File: src/rtl/assert_macros.svh
// Assertion macros shared by the line drawer RTL.
// Every macro samples on clk_i and is disabled while rst_ni is low.
`ifndef ASSERT_MACROS_SVH
`define ASSERT_MACROS_SVH

// This macro checks a property at every rising clock edge outside reset.
`define CLD_ASSERT(lbl, prop, msg) \
  lbl: assert property (@(posedge clk_i) disable iff (!rst_ni) (prop)) else $error(msg);

// This macro checks that a condition holds in the cycle after a trigger.
`define CLD_ASSERT_NEXT(lbl, trig, cond, msg) \
  lbl: assert property (@(posedge clk_i) disable iff (!rst_ni) (trig) |=> (cond)) \
    else $error(msg);

`endif

File: src/rtl/cld_pkg.sv
// Package for the clipped line drawer: payload structs, register indexes and constants.
// It has no dependencies. The walker and the top level import it.
`default_nettype none

package cld_pkg;

  localparam int COORD_BITS_DEF = 16;
  localparam int REG_W          = 15;
  localparam int PIX_W          = 15;
  localparam int LIMIT_W        = 17;
  localparam int STEP_SLACK     = 8;
  localparam int CFG_IDX_W      = 3;

  localparam logic [REG_W-1:0] CLIP_LEFT_RST     = 15'd0;
  localparam logic [REG_W-1:0] CLIP_TOP_RST      = 15'd0;
  localparam logic [REG_W-1:0] CLIP_WIDTH_RST    = 15'd1024;
  localparam logic [REG_W-1:0] CLIP_HEIGHT_RST   = 15'd768;
  localparam logic [REG_W-1:0] SCREEN_WIDTH_RST  = 15'd1024;
  localparam logic [REG_W-1:0] SCREEN_HEIGHT_RST = 15'd768;

  typedef enum logic {
    OP_START = 1'b0,
    OP_STEP  = 1'b1
  } op_e;

  typedef enum logic [CFG_IDX_W-1:0] {
    CFG_CLIP_LEFT     = 3'd0,
    CFG_CLIP_TOP      = 3'd1,
    CFG_CLIP_WIDTH    = 3'd2,
    CFG_CLIP_HEIGHT   = 3'd3,
    CFG_SCREEN_WIDTH  = 3'd4,
    CFG_SCREEN_HEIGHT = 3'd5
  } cfg_idx_e;

  typedef struct packed {
    op_e                opcode;
    logic signed [15:0] x_start;
    logic signed [15:0] y_start;
    logic signed [15:0] x_end;
    logic signed [15:0] y_end;
    logic [31:0]        line_color;
  } in_item_t;

  typedef struct packed {
    logic             pixel_valid;
    logic [PIX_W-1:0] pixel_x;
    logic [PIX_W-1:0] pixel_y;
    logic [31:0]      pixel_color;
    logic             line_done;
    logic             line_active;
  } out_item_t;

  typedef struct packed {
    logic [REG_W-1:0] clip_left;
    logic [REG_W-1:0] clip_top;
    logic [REG_W-1:0] clip_width;
    logic [REG_W-1:0] clip_height;
    logic [REG_W-1:0] screen_width;
    logic [REG_W-1:0] screen_height;
  } cld_cfg_t;

  typedef struct packed {
    logic busy;
  } cld_status_t;

endpackage

`default_nettype wire

File: src/rtl/clipped_line_drawer.sv
// Top level of the clipped line drawer: handshakes, register file and result register.
// Depends on cld_pkg, cld_walker and assert_macros.svh.
`default_nettype none

// Channel   Direction  Handshake                    Payload
// in        input      in_valid_i / in_ready_o      in_item_i  (in_item_t)
// out       output     out_valid_o / out_ready_i    out_item_o (out_item_t)
// cfg       input      cfg_we_i                     cfg_idx_i, cfg_wdata_i
//
// Every transaction on the input channel is finished in the cycle it is accepted: the walker
// computes the result and the next walker state from its registers in one pass, and the
// result is held in the output register from the next cycle. One item is taken per cycle
// when not stalled; the input is stalled only while the output register holds a result that the
// downstream side has not taken; a taken result frees the register in the same cycle.
// Reset clears the walker (no line in progress) and loads the default clip window
// and screen size; no clearing pass is needed.

module clipped_line_drawer import cld_pkg::*; #(
  parameter int CoordBits = COORD_BITS_DEF
) (
  input  wire logic                 clk_i,
  input  wire logic                 rst_ni,
  input  wire logic                 in_valid_i,
  output logic                      in_ready_o,
  input  wire in_item_t             in_item_i,
  output logic                      out_valid_o,
  input  wire logic                 out_ready_i,
  output out_item_t                 out_item_o,
  input  wire logic                 cfg_we_i,
  input  wire logic [CFG_IDX_W-1:0] cfg_idx_i,
  input  wire logic [REG_W-1:0]     cfg_wdata_i
);

`include "assert_macros.svh"

  cld_cfg_t    cfg_q, cfg_d;
  out_item_t   out_q;
  out_item_t   res;
  cld_status_t status;
  logic        out_valid_q, out_valid_d;
  logic        fire;

  // The output register accepts a new result when it is empty or is being drained.
  assign in_ready_o = !out_valid_q || out_ready_i;
  assign fire       = in_valid_i && in_ready_o;

  cld_walker #(
    .CoordBits(CoordBits)
  ) u_walker (
    .clk_i   (clk_i),
    .rst_ni  (rst_ni),
    .fire_i  (fire),
    .item_i  (in_item_i),
    .cfg_i   (cfg_q),
    .res_o   (res),
    .status_o(status)
  );

  // Register writes; indexes past the list are dropped.
  always_comb begin
    cfg_d = cfg_q;
    if (cfg_we_i) begin
      unique case (cfg_idx_e'(cfg_idx_i))
        CFG_CLIP_LEFT:     cfg_d.clip_left     = cfg_wdata_i;
        CFG_CLIP_TOP:      cfg_d.clip_top      = cfg_wdata_i;
        CFG_CLIP_WIDTH:    cfg_d.clip_width    = cfg_wdata_i;
        CFG_CLIP_HEIGHT:   cfg_d.clip_height   = cfg_wdata_i;
        CFG_SCREEN_WIDTH:  cfg_d.screen_width  = cfg_wdata_i;
        CFG_SCREEN_HEIGHT: cfg_d.screen_height = cfg_wdata_i;
        default:           cfg_d = cfg_q;
      endcase
    end
  end

  always_ff @(posedge clk_i or negedge rst_ni) begin
    if (!rst_ni) begin
      cfg_q.clip_left     <= CLIP_LEFT_RST;
      cfg_q.clip_top      <= CLIP_TOP_RST;
      cfg_q.clip_width    <= CLIP_WIDTH_RST;
      cfg_q.clip_height   <= CLIP_HEIGHT_RST;
      cfg_q.screen_width  <= SCREEN_WIDTH_RST;
      cfg_q.screen_height <= SCREEN_HEIGHT_RST;
    end else begin
      cfg_q <= cfg_d;
    end
  end

  // Result register: loaded on every accepted transaction, emptied when taken.
  always_comb begin
    out_valid_d = out_valid_q;
    if (fire) begin
      out_valid_d = 1'b1;
    end else if (out_ready_i) begin
      out_valid_d = 1'b0;
    end
  end

  always_ff @(posedge clk_i or negedge rst_ni) begin
    if (!rst_ni) begin
      out_valid_q <= 1'b0;
    end else begin
      out_valid_q <= out_valid_d;
    end
  end

  always_ff @(posedge clk_i) begin
    if (fire) begin
      out_q <= res;
    end
  end

  assign out_valid_o = out_valid_q;
  assign out_item_o  = out_q;

  `CLD_ASSERT(a_ready_when_empty, !out_valid_q |-> in_ready_o, "input stalled with empty output")
  `CLD_ASSERT_NEXT(a_start_result, fire && in_item_i.opcode == OP_START,
    out_valid_o && !out_item_o.line_active && !out_item_o.pixel_valid && status.busy,
    "start transaction did not arm the walker with an empty result")
  `CLD_ASSERT_NEXT(a_step_active, fire && in_item_i.opcode == OP_STEP && status.busy,
    out_valid_o && out_item_o.line_active, "step on a busy line lost line_active")
  `CLD_ASSERT(a_pixel_needs_line, out_valid_o && (out_item_o.pixel_valid ||
    out_item_o.line_done) |-> out_item_o.line_active, "pixel or done without an active line")

endmodule

`default_nettype wire

File: src/rtl/cld_walker.sv
// Bresenham walker state and its combinational step and clip logic.
// Depends on cld_pkg for the payload structs, the register struct and constants.
`default_nettype none

module cld_walker import cld_pkg::*; #(
  parameter int CoordBits = COORD_BITS_DEF
) (
  input  wire logic        clk_i,
  input  wire logic        rst_ni,
  input  wire logic        fire_i,
  input  wire in_item_t    item_i,
  input  wire cld_cfg_t    cfg_i,
  output out_item_t        res_o,
  output cld_status_t      status_o
);

  localparam int ErrW = CoordBits + 2;
  localparam int E2W  = CoordBits + 3;
  localparam int CmpW = ((CoordBits > 17) ? CoordBits : 17) + 1;
  localparam int NarW = (CoordBits > 16) ? CoordBits : 16;
  localparam int PixW = (CoordBits > PIX_W) ? CoordBits : PIX_W;

  logic signed [CoordBits-1:0] cur_x_q, cur_y_q, cur_x_d, cur_y_d;
  logic signed [CoordBits-1:0] tgt_x_q, tgt_y_q, tgt_x_d, tgt_y_d;
  logic [CoordBits-1:0]        dx_q, dy_q, dx_d, dy_d;
  logic                        neg_x_q, neg_y_q, neg_x_d, neg_y_d;
  logic signed [ErrW-1:0]      err_q, err_d;
  logic [LIMIT_W-1:0]          steps_q, steps_d;
  logic [31:0]                 color_q, color_d;
  logic                        busy_q, busy_d;

  // Start path: narrowed endpoints, spans and directions.
  logic signed [NarW-1:0]      x1_ext, y1_ext, x2_ext, y2_ext;
  logic signed [CoordBits-1:0] x1, y1, x2, y2;
  logic signed [CoordBits:0]   dxs, dys;
  logic [CoordBits-1:0]        dx_new, dy_new;

  // Step path.
  logic [LIMIT_W-1:0]          limit;
  logic                        at_end, done, in_clip;
  logic signed [E2W-1:0]       e2, dx_e, dy_e, err_e;
  logic                        move_x, move_y;
  logic signed [CmpW-1:0]      cx, cy, left, top, right, bottom;
  logic signed [PixW-1:0]      px_ext, py_ext;

  always_comb begin
    x1_ext = NarW'(item_i.x_start);
    y1_ext = NarW'(item_i.y_start);
    x2_ext = NarW'(item_i.x_end);
    y2_ext = NarW'(item_i.y_end);
    x1 = x1_ext[CoordBits-1:0];
    y1 = y1_ext[CoordBits-1:0];
    x2 = x2_ext[CoordBits-1:0];
    y2 = y2_ext[CoordBits-1:0];
    dxs = (CoordBits+1)'(x2) - (CoordBits+1)'(x1);
    dys = (CoordBits+1)'(y2) - (CoordBits+1)'(y1);
    dx_new = dxs[CoordBits] ? CoordBits'(-dxs) : dxs[CoordBits-1:0];
    dy_new = dys[CoordBits] ? CoordBits'(-dys) : dys[CoordBits-1:0];
  end

  always_comb begin
    limit  = LIMIT_W'(cfg_i.screen_width) + LIMIT_W'(cfg_i.screen_height)
           + LIMIT_W'(STEP_SLACK);
    at_end = (cur_x_q == tgt_x_q) && (cur_y_q == tgt_y_q);
    done   = at_end || ((LIMIT_W+1)'(steps_q) + (LIMIT_W+1)'(1) >= (LIMIT_W+1)'(limit));

    e2     = E2W'(err_q) <<< 1;
    dx_e   = signed'(E2W'(dx_q));
    dy_e   = signed'(E2W'(dy_q));
    move_x = e2 > -dy_e;
    move_y = e2 < dx_e;
    err_e  = E2W'(err_q) - (move_x ? dy_e : '0) + (move_y ? dx_e : '0);

    cx     = CmpW'(cur_x_q);
    cy     = CmpW'(cur_y_q);
    left   = signed'(CmpW'(cfg_i.clip_left));
    top    = signed'(CmpW'(cfg_i.clip_top));
    right  = left + signed'(CmpW'(cfg_i.clip_width));
    bottom = top + signed'(CmpW'(cfg_i.clip_height));
    in_clip = (cx >= left) && (cy >= top) && (cx < right) && (cy < bottom);

    px_ext = PixW'(cur_x_q);
    py_ext = PixW'(cur_y_q);
  end

  // Result of the item being accepted; the top level registers it.
  always_comb begin
    res_o = '0;
    if (item_i.opcode == OP_STEP && busy_q) begin
      res_o.line_active = 1'b1;
      res_o.line_done   = done;
      if (in_clip) begin
        res_o.pixel_valid = 1'b1;
        res_o.pixel_x     = px_ext[PIX_W-1:0];
        res_o.pixel_y     = py_ext[PIX_W-1:0];
        res_o.pixel_color = color_q;
      end
    end
  end

  always_comb begin
    cur_x_d = cur_x_q;
    cur_y_d = cur_y_q;
    tgt_x_d = tgt_x_q;
    tgt_y_d = tgt_y_q;
    dx_d    = dx_q;
    dy_d    = dy_q;
    neg_x_d = neg_x_q;
    neg_y_d = neg_y_q;
    err_d   = err_q;
    steps_d = steps_q;
    color_d = color_q;
    busy_d  = busy_q;
    if (fire_i) begin
      if (item_i.opcode == OP_START) begin
        cur_x_d = x1;
        cur_y_d = y1;
        tgt_x_d = x2;
        tgt_y_d = y2;
        dx_d    = dx_new;
        dy_d    = dy_new;
        neg_x_d = !(x1 < x2);
        neg_y_d = !(y1 < y2);
        err_d   = signed'(ErrW'(dx_new)) - signed'(ErrW'(dy_new));
        steps_d = '0;
        color_d = item_i.line_color;
        busy_d  = 1'b1;
      end else if (busy_q) begin
        if (done) begin
          busy_d = 1'b0;
        end else begin
          err_d   = err_e[ErrW-1:0];
          steps_d = steps_q + LIMIT_W'(1);
          if (move_x) begin
            cur_x_d = neg_x_q ? cur_x_q - CoordBits'(1) : cur_x_q + CoordBits'(1);
          end
          if (move_y) begin
            cur_y_d = neg_y_q ? cur_y_q - CoordBits'(1) : cur_y_q + CoordBits'(1);
          end
        end
      end
    end
  end

  always_ff @(posedge clk_i or negedge rst_ni) begin
    if (!rst_ni) begin
      cur_x_q <= '0;
      cur_y_q <= '0;
      tgt_x_q <= '0;
      tgt_y_q <= '0;
      dx_q    <= '0;
      dy_q    <= '0;
      neg_x_q <= 1'b0;
      neg_y_q <= 1'b0;
      err_q   <= '0;
      steps_q <= '0;
      color_q <= '0;
      busy_q  <= 1'b0;
    end else begin
      cur_x_q <= cur_x_d;
      cur_y_q <= cur_y_d;
      tgt_x_q <= tgt_x_d;
      tgt_y_q <= tgt_y_d;
      dx_q    <= dx_d;
      dy_q    <= dy_d;
      neg_x_q <= neg_x_d;
      neg_y_q <= neg_y_d;
      err_q   <= err_d;
      steps_q <= steps_d;
      color_q <= color_d;
      busy_q  <= busy_d;
    end
  end

  assign status_o.busy = busy_q;

endmodule

`default_nettype wire
File: config.mk
export PLATFORM = sky130hd
export DESIGN_NAME = clipped_line_drawer
export DESIGN_NICKNAME = d
export VERILOG_FILES = /design/src/rtl/cld_pkg.sv /design/src/rtl/clipped_line_drawer.sv /design/src/rtl/cld_walker.sv
export VERILOG_INCLUDE_DIRS = /design/src /design/src/rtl
export SDC_FILE = /design/constraint.sdc
export NUM_CORES = 1
export LEC_CHECK = 0
export BUFFER_PORTS_ARGS = -buffer_cell sky130_fd_sc_hd__buf_2
export CAP_MARGIN = 20
export CORE_MARGIN = 10
export CORE_UTILIZATION = 34
export CTS_CLUSTER_SIZE = 28
export DETAILED_ROUTE_END_ITERATION = 10
export GPL_TIMING_DRIVEN = 1
export HOLD_SLACK_MARGIN = 0.15
export PLACE_DENSITY = 0.55
export SETUP_SLACK_MARGIN = 0.4
export SLEW_MARGIN = 20
export SYNTH_ARGS = -nofsm -noshare
export SYNTH_HDL_FRONTEND = slang
export SYNTH_HIERARCHICAL = 1
export SYNTH_SLANG_ARGS = --single-unit
File: constraint.sdc
create_clock -name clk_i -period 10.2 [get_ports clk_i]
set_input_delay 2.04 -clock clk_i [delete_from_list [all_inputs] [get_ports clk_i]]
set_output_delay 2.04 -clock clk_i [all_outputs]
set_load 0.005 [all_outputs]
==> flow_summary.json <==
{
  "finalCriticalPeriod_ns": 6.763,
  "hpwlAfterDp_um": 58290,
  "hold_viol": 0,
  "synth_area_leaders": "dfrtp_1 (26%), ha_1 (14%), edfxtp_1 (8.2%)",
  "cts.path.max_buffers": 3,
  "synth_ff_type": "dfrtp_1",
  "swShare_pct": 44.84,
  "clock-skew-final_ns": 0.02016,
  "power_frac_comb_pct": 56.9,
  "crit_required_ns": 10.68,
  "status": "completed",
  "slew_violations": 0,
  "cts_resized": 0,
  "cts_buffers": 41,
  "pre_cts_ws_ns": 3.217,
  "rsz0062_at_grt": "false",
  "yosys.area.top_type": "dfrtp_1",
  "cts_setup_buffers": 0,
  "fin_nets": 3117,
  "synth_nets": 2944,
  "met2_length_um": 34710,
  "first_global_vias": 19310,
  "slew_headroom_pct": 34.08,
  "worst_slew_pin_slew_ns": 0.9888,
  "fillers": 6989,
  "intPower_w": 0.004512,
  "route.detailed.drc": 0,
  "cp-end-kind": "register",
  "switchingPower_w": 0.003667,
  "wl_per_cell_um": 20.51,
  "io_pins": 187,
  "port_buffers": 186,
  "max_freq_ghz": 0.1479,
  "yosysWarningCount": 6,
  "period_share_pct": 66.30,
  "area_growth_pct": 13.89,
  "cts_tree": "built",
  "setup_viol": 0,
  "setup_ws_ns": 3.437,
  "avgSynthCellArea_um2": 9.427,
  "cts_sinks": 322,
  "hold_ws_ns": 0.4639,
  "drt_iter0_drc": 1114,
  "ant_nets": 0,
  "drv_cap": 0,
  "seq_area_frac_synth_pct": 35.15,
  "die_y_um": 285.0,
  "totalWireLength_um": 75450,
  "synth_area_um2": 23870,
  "antenna_found_initial": 8,
  "cp.arrival_ns": 7.24,
  "p_per_area_nw_per_um2": 300.9,
  "ys_ff_latch": 322,
  "cts_hold_buffers": 0,
  "route.top_layer_used": "met4",
  "hold_path_class": "register to register",
  "p_leak_nw": 12.80,
  "gp_congestion": 0.9187,
  "drive_gt1_share_pct": 15.50,
  "synthArstFlopShare_pct": 79.81,
  "clkLatencyLatePin_ns": 0.57,
  "design.core.area_um2": 69790,
  "crit_type": "register to register",
  "clock_power_share_pct": 18.0,
  "cp-start-kind": "register",
  "root_buffer": "clkbuf_16",
  "vias": 19297,
  "fin_cells": 3678,
  "yosys.area.top_type_share_pct": 26.31,
  "r2r_cells": 24,
  "netlist_instances": 2532,
  "cts_max_level": 2,
  "min_delay_path_depth": 2,
  "first_pass_iters": 5,
  "wl_met3_um": 3238,
  "die_area_um2": 81210,
  "vdd_ir_drop_max_mv": 0.1787,
  "setup-tns-final_ns": 0,
  "p_seq_share_pct": 25.1,
  "grt_max_degree": 125,
  "synth_edf_count": 65,
  "grt-ovfl-total": 0,
  "cp_max_fo": 5,
  "netlist-cell-type-count": 91,
  "placed_cells": 3602,
  "wl_met1_um": 34550,
  "grt_use_total_pct": 18.04,
  "die_x_um": 285.0,
  "initial_core_util_pct": 34.21,
  "p_total_w": 0.008179,
  "grt_pass1_wl_um": 115400,
  "clkTransAtPathRegs_ns": 0.06,
  "viasPerCell": 5.247,
  "rows": 97
}
## sequential cells by signal, summed over array words and instances (netlist names)
signal and cells:
u_walker/dy_q 16, u_walker/err_q 18, u_walker/neg_y_q 1, out_item_o 65, u_walker/color_q 32, u_walker/dx_q 16, u_walker/status_o 1, u_walker/cur_y_q 16
u_walker/tgt_y_q 16, u_walker/neg_x_q 1, u_walker/tgt_x_q 16, u_walker/steps_q 17, out_valid_o 1, cfg_q 90, u_walker/cur_x_q 16
## kinds of logic (layout without fill, tap and decap cells)
logic type / after synthesis / after routing / share of synthesized area [%]
mux: 136 / 136 / 6.604
simple gates: 790 / 790 / 16.15
flops: 322 / 322 / 35.15
other cells: 0 / 3 / 0
compound gates: 522 / 522 / 14.02
fa+ha+maj: 292 / 292 / 16.06
buf+inv: 270 / 473 / 4.644
xor+xnor: 200 / 200 / 7.370
## stage by stage
| stage | util (%) | cell area (um^2) |
|---|---|---|
| detailed placement | 37.01 | 25820 |
| floorplan | - | 23870 |
| global placement | 36.99 | 25810 |
| finish | 38.95 | 27180 |
| CTS | 38.92 | 27160 |
| global route | 38.95 | 27180 |
## power by group through the flow
stage,Clock [W],Sequential (W),Combinational (W)
detailed placement,0,0.00208,0.00459
global placement,0,0.00206,0.00450
finish,0.00147,0.00206,0.00465
floorplan,0,0.00188,0.00349
CTS,0.00151,0.00206,0.00463
global route,0.00156,0.00210,0.00523
## worst max-delay path, cell delays in order (launching register included)
cell and delay [ns]:
dfrtp_1 0.44, nor4_1 0.43, nand2_1 0.18, nor3_1 0.49, nand2_1 0.19, xnor2_1 0.19, ha_1 0.30, nand4_1 0.10
or3_1 0.41, o221a_2 0.24, nor3_1 0.46, buf_4 0.27, and2_1 0.18, fa_1 0.47, inv_1 0.08, ha_1 0.22
a21oi_1 0.21, nor2_1 0.10, a211o_1 0.34, a311oi_1 0.43, o21bai_1 0.18, a311oi_1 0.36, xor2_1 0.17, nand2_1 0.06
a22oi_1 0.17
## cells in the final DEF (no fill, tap or decap), drive strengths merged, types with 15 or more instances in the layout
cell type	count
clkbuf	57
and2	21
nor3	43
a31oi	25
nand2	352
mux2	109
xnor2	116
buf	204
and3	15
nand4	26
nor2b	23
ha	268
nor3b	59
a211oi	19
fa	24
inv	197
nor2	118
edfxtp	65
nand3	46
a21oi	133
nor4	17
mux2i	27
o211ai	19
a21o	57
o21a	27
o21ai	142
xor2	84
nand2b	21
dfrtp	251
or3	18
## cell type report
type	count	area (um^2)	area share, %
diodes	3	7.507	0.02762
inverters	196	735.7	2.706
multi-input cells	1940	14460	53.18
flip-flops and latches	322	8391	30.86
clock inverters	16	148.9	0.5477
clock buffers	57	1187	4.368
well taps	940	1176	4.326
repair buffers	204	1082	3.981
## final timing paths
kind / start / end / slack [ns]
worst max-delay path: u_walker/dy_q[4]$_DFFE_PN0P_ / u_walker/err_q[17]$_DFFE_PN0P_ / 3.44
worst min-delay path: u_walker/color_q[14]$_DFFE_PN0P_ / u_walker/color_q[14]$_DFFE_PN0P_ / 0.46
worst max register to register: u_walker/dy_q[4]$_DFFE_PN0P_ / u_walker/err_q[17]$_DFFE_PN0P_ / 3.44
worst min register to register: u_walker/color_q[14]$_DFFE_PN0P_ / u_walker/color_q[14]$_DFFE_PN0P_ / 0.46
max in group asynchronous: rst_ni / u_walker/dy_q[9]$_DFFE_PN0P_ / 7.01
min in group asynchronous: rst_ni / cfg_q[49]$_DFFE_PN0P_ / 1.61
## metal layers
layer,track usage (%),vias to the layer above
met1,24.12,9462
met2,29.27,434
met3,2.497,122
met5,0,-
met4,6.869,0
li1,-,9279
## cell usage after synthesis (14+ instances only)
cell,n
a211oi_1,18
o21bai_1,14
xor2_1,83
and2_1,21
mux2_4,21
o21ai_0,98
nor2b_1,23
nor3b_1,59
a31oi_1,25
o211ai_1,19
buf_2,15
xnor2_1,116
and3_1,15
o21ai_1,42
o21a_1,26
inv_1,195
nor3_1,42
a21oi_1,129
mux2i_1,27
dfrtp_1,251
clkbuf_1,47
nand3_1,46
fa_1,24
nor2_1,118
nand4_1,26
a21o_1,57
edfxtp_1,65
nand2_1,352
ha_1,268
nor4_1,16
nand2b_1,21
or3_1,18
mux2_2,87
No activity file was read; power rests on OpenSTA's default activity.
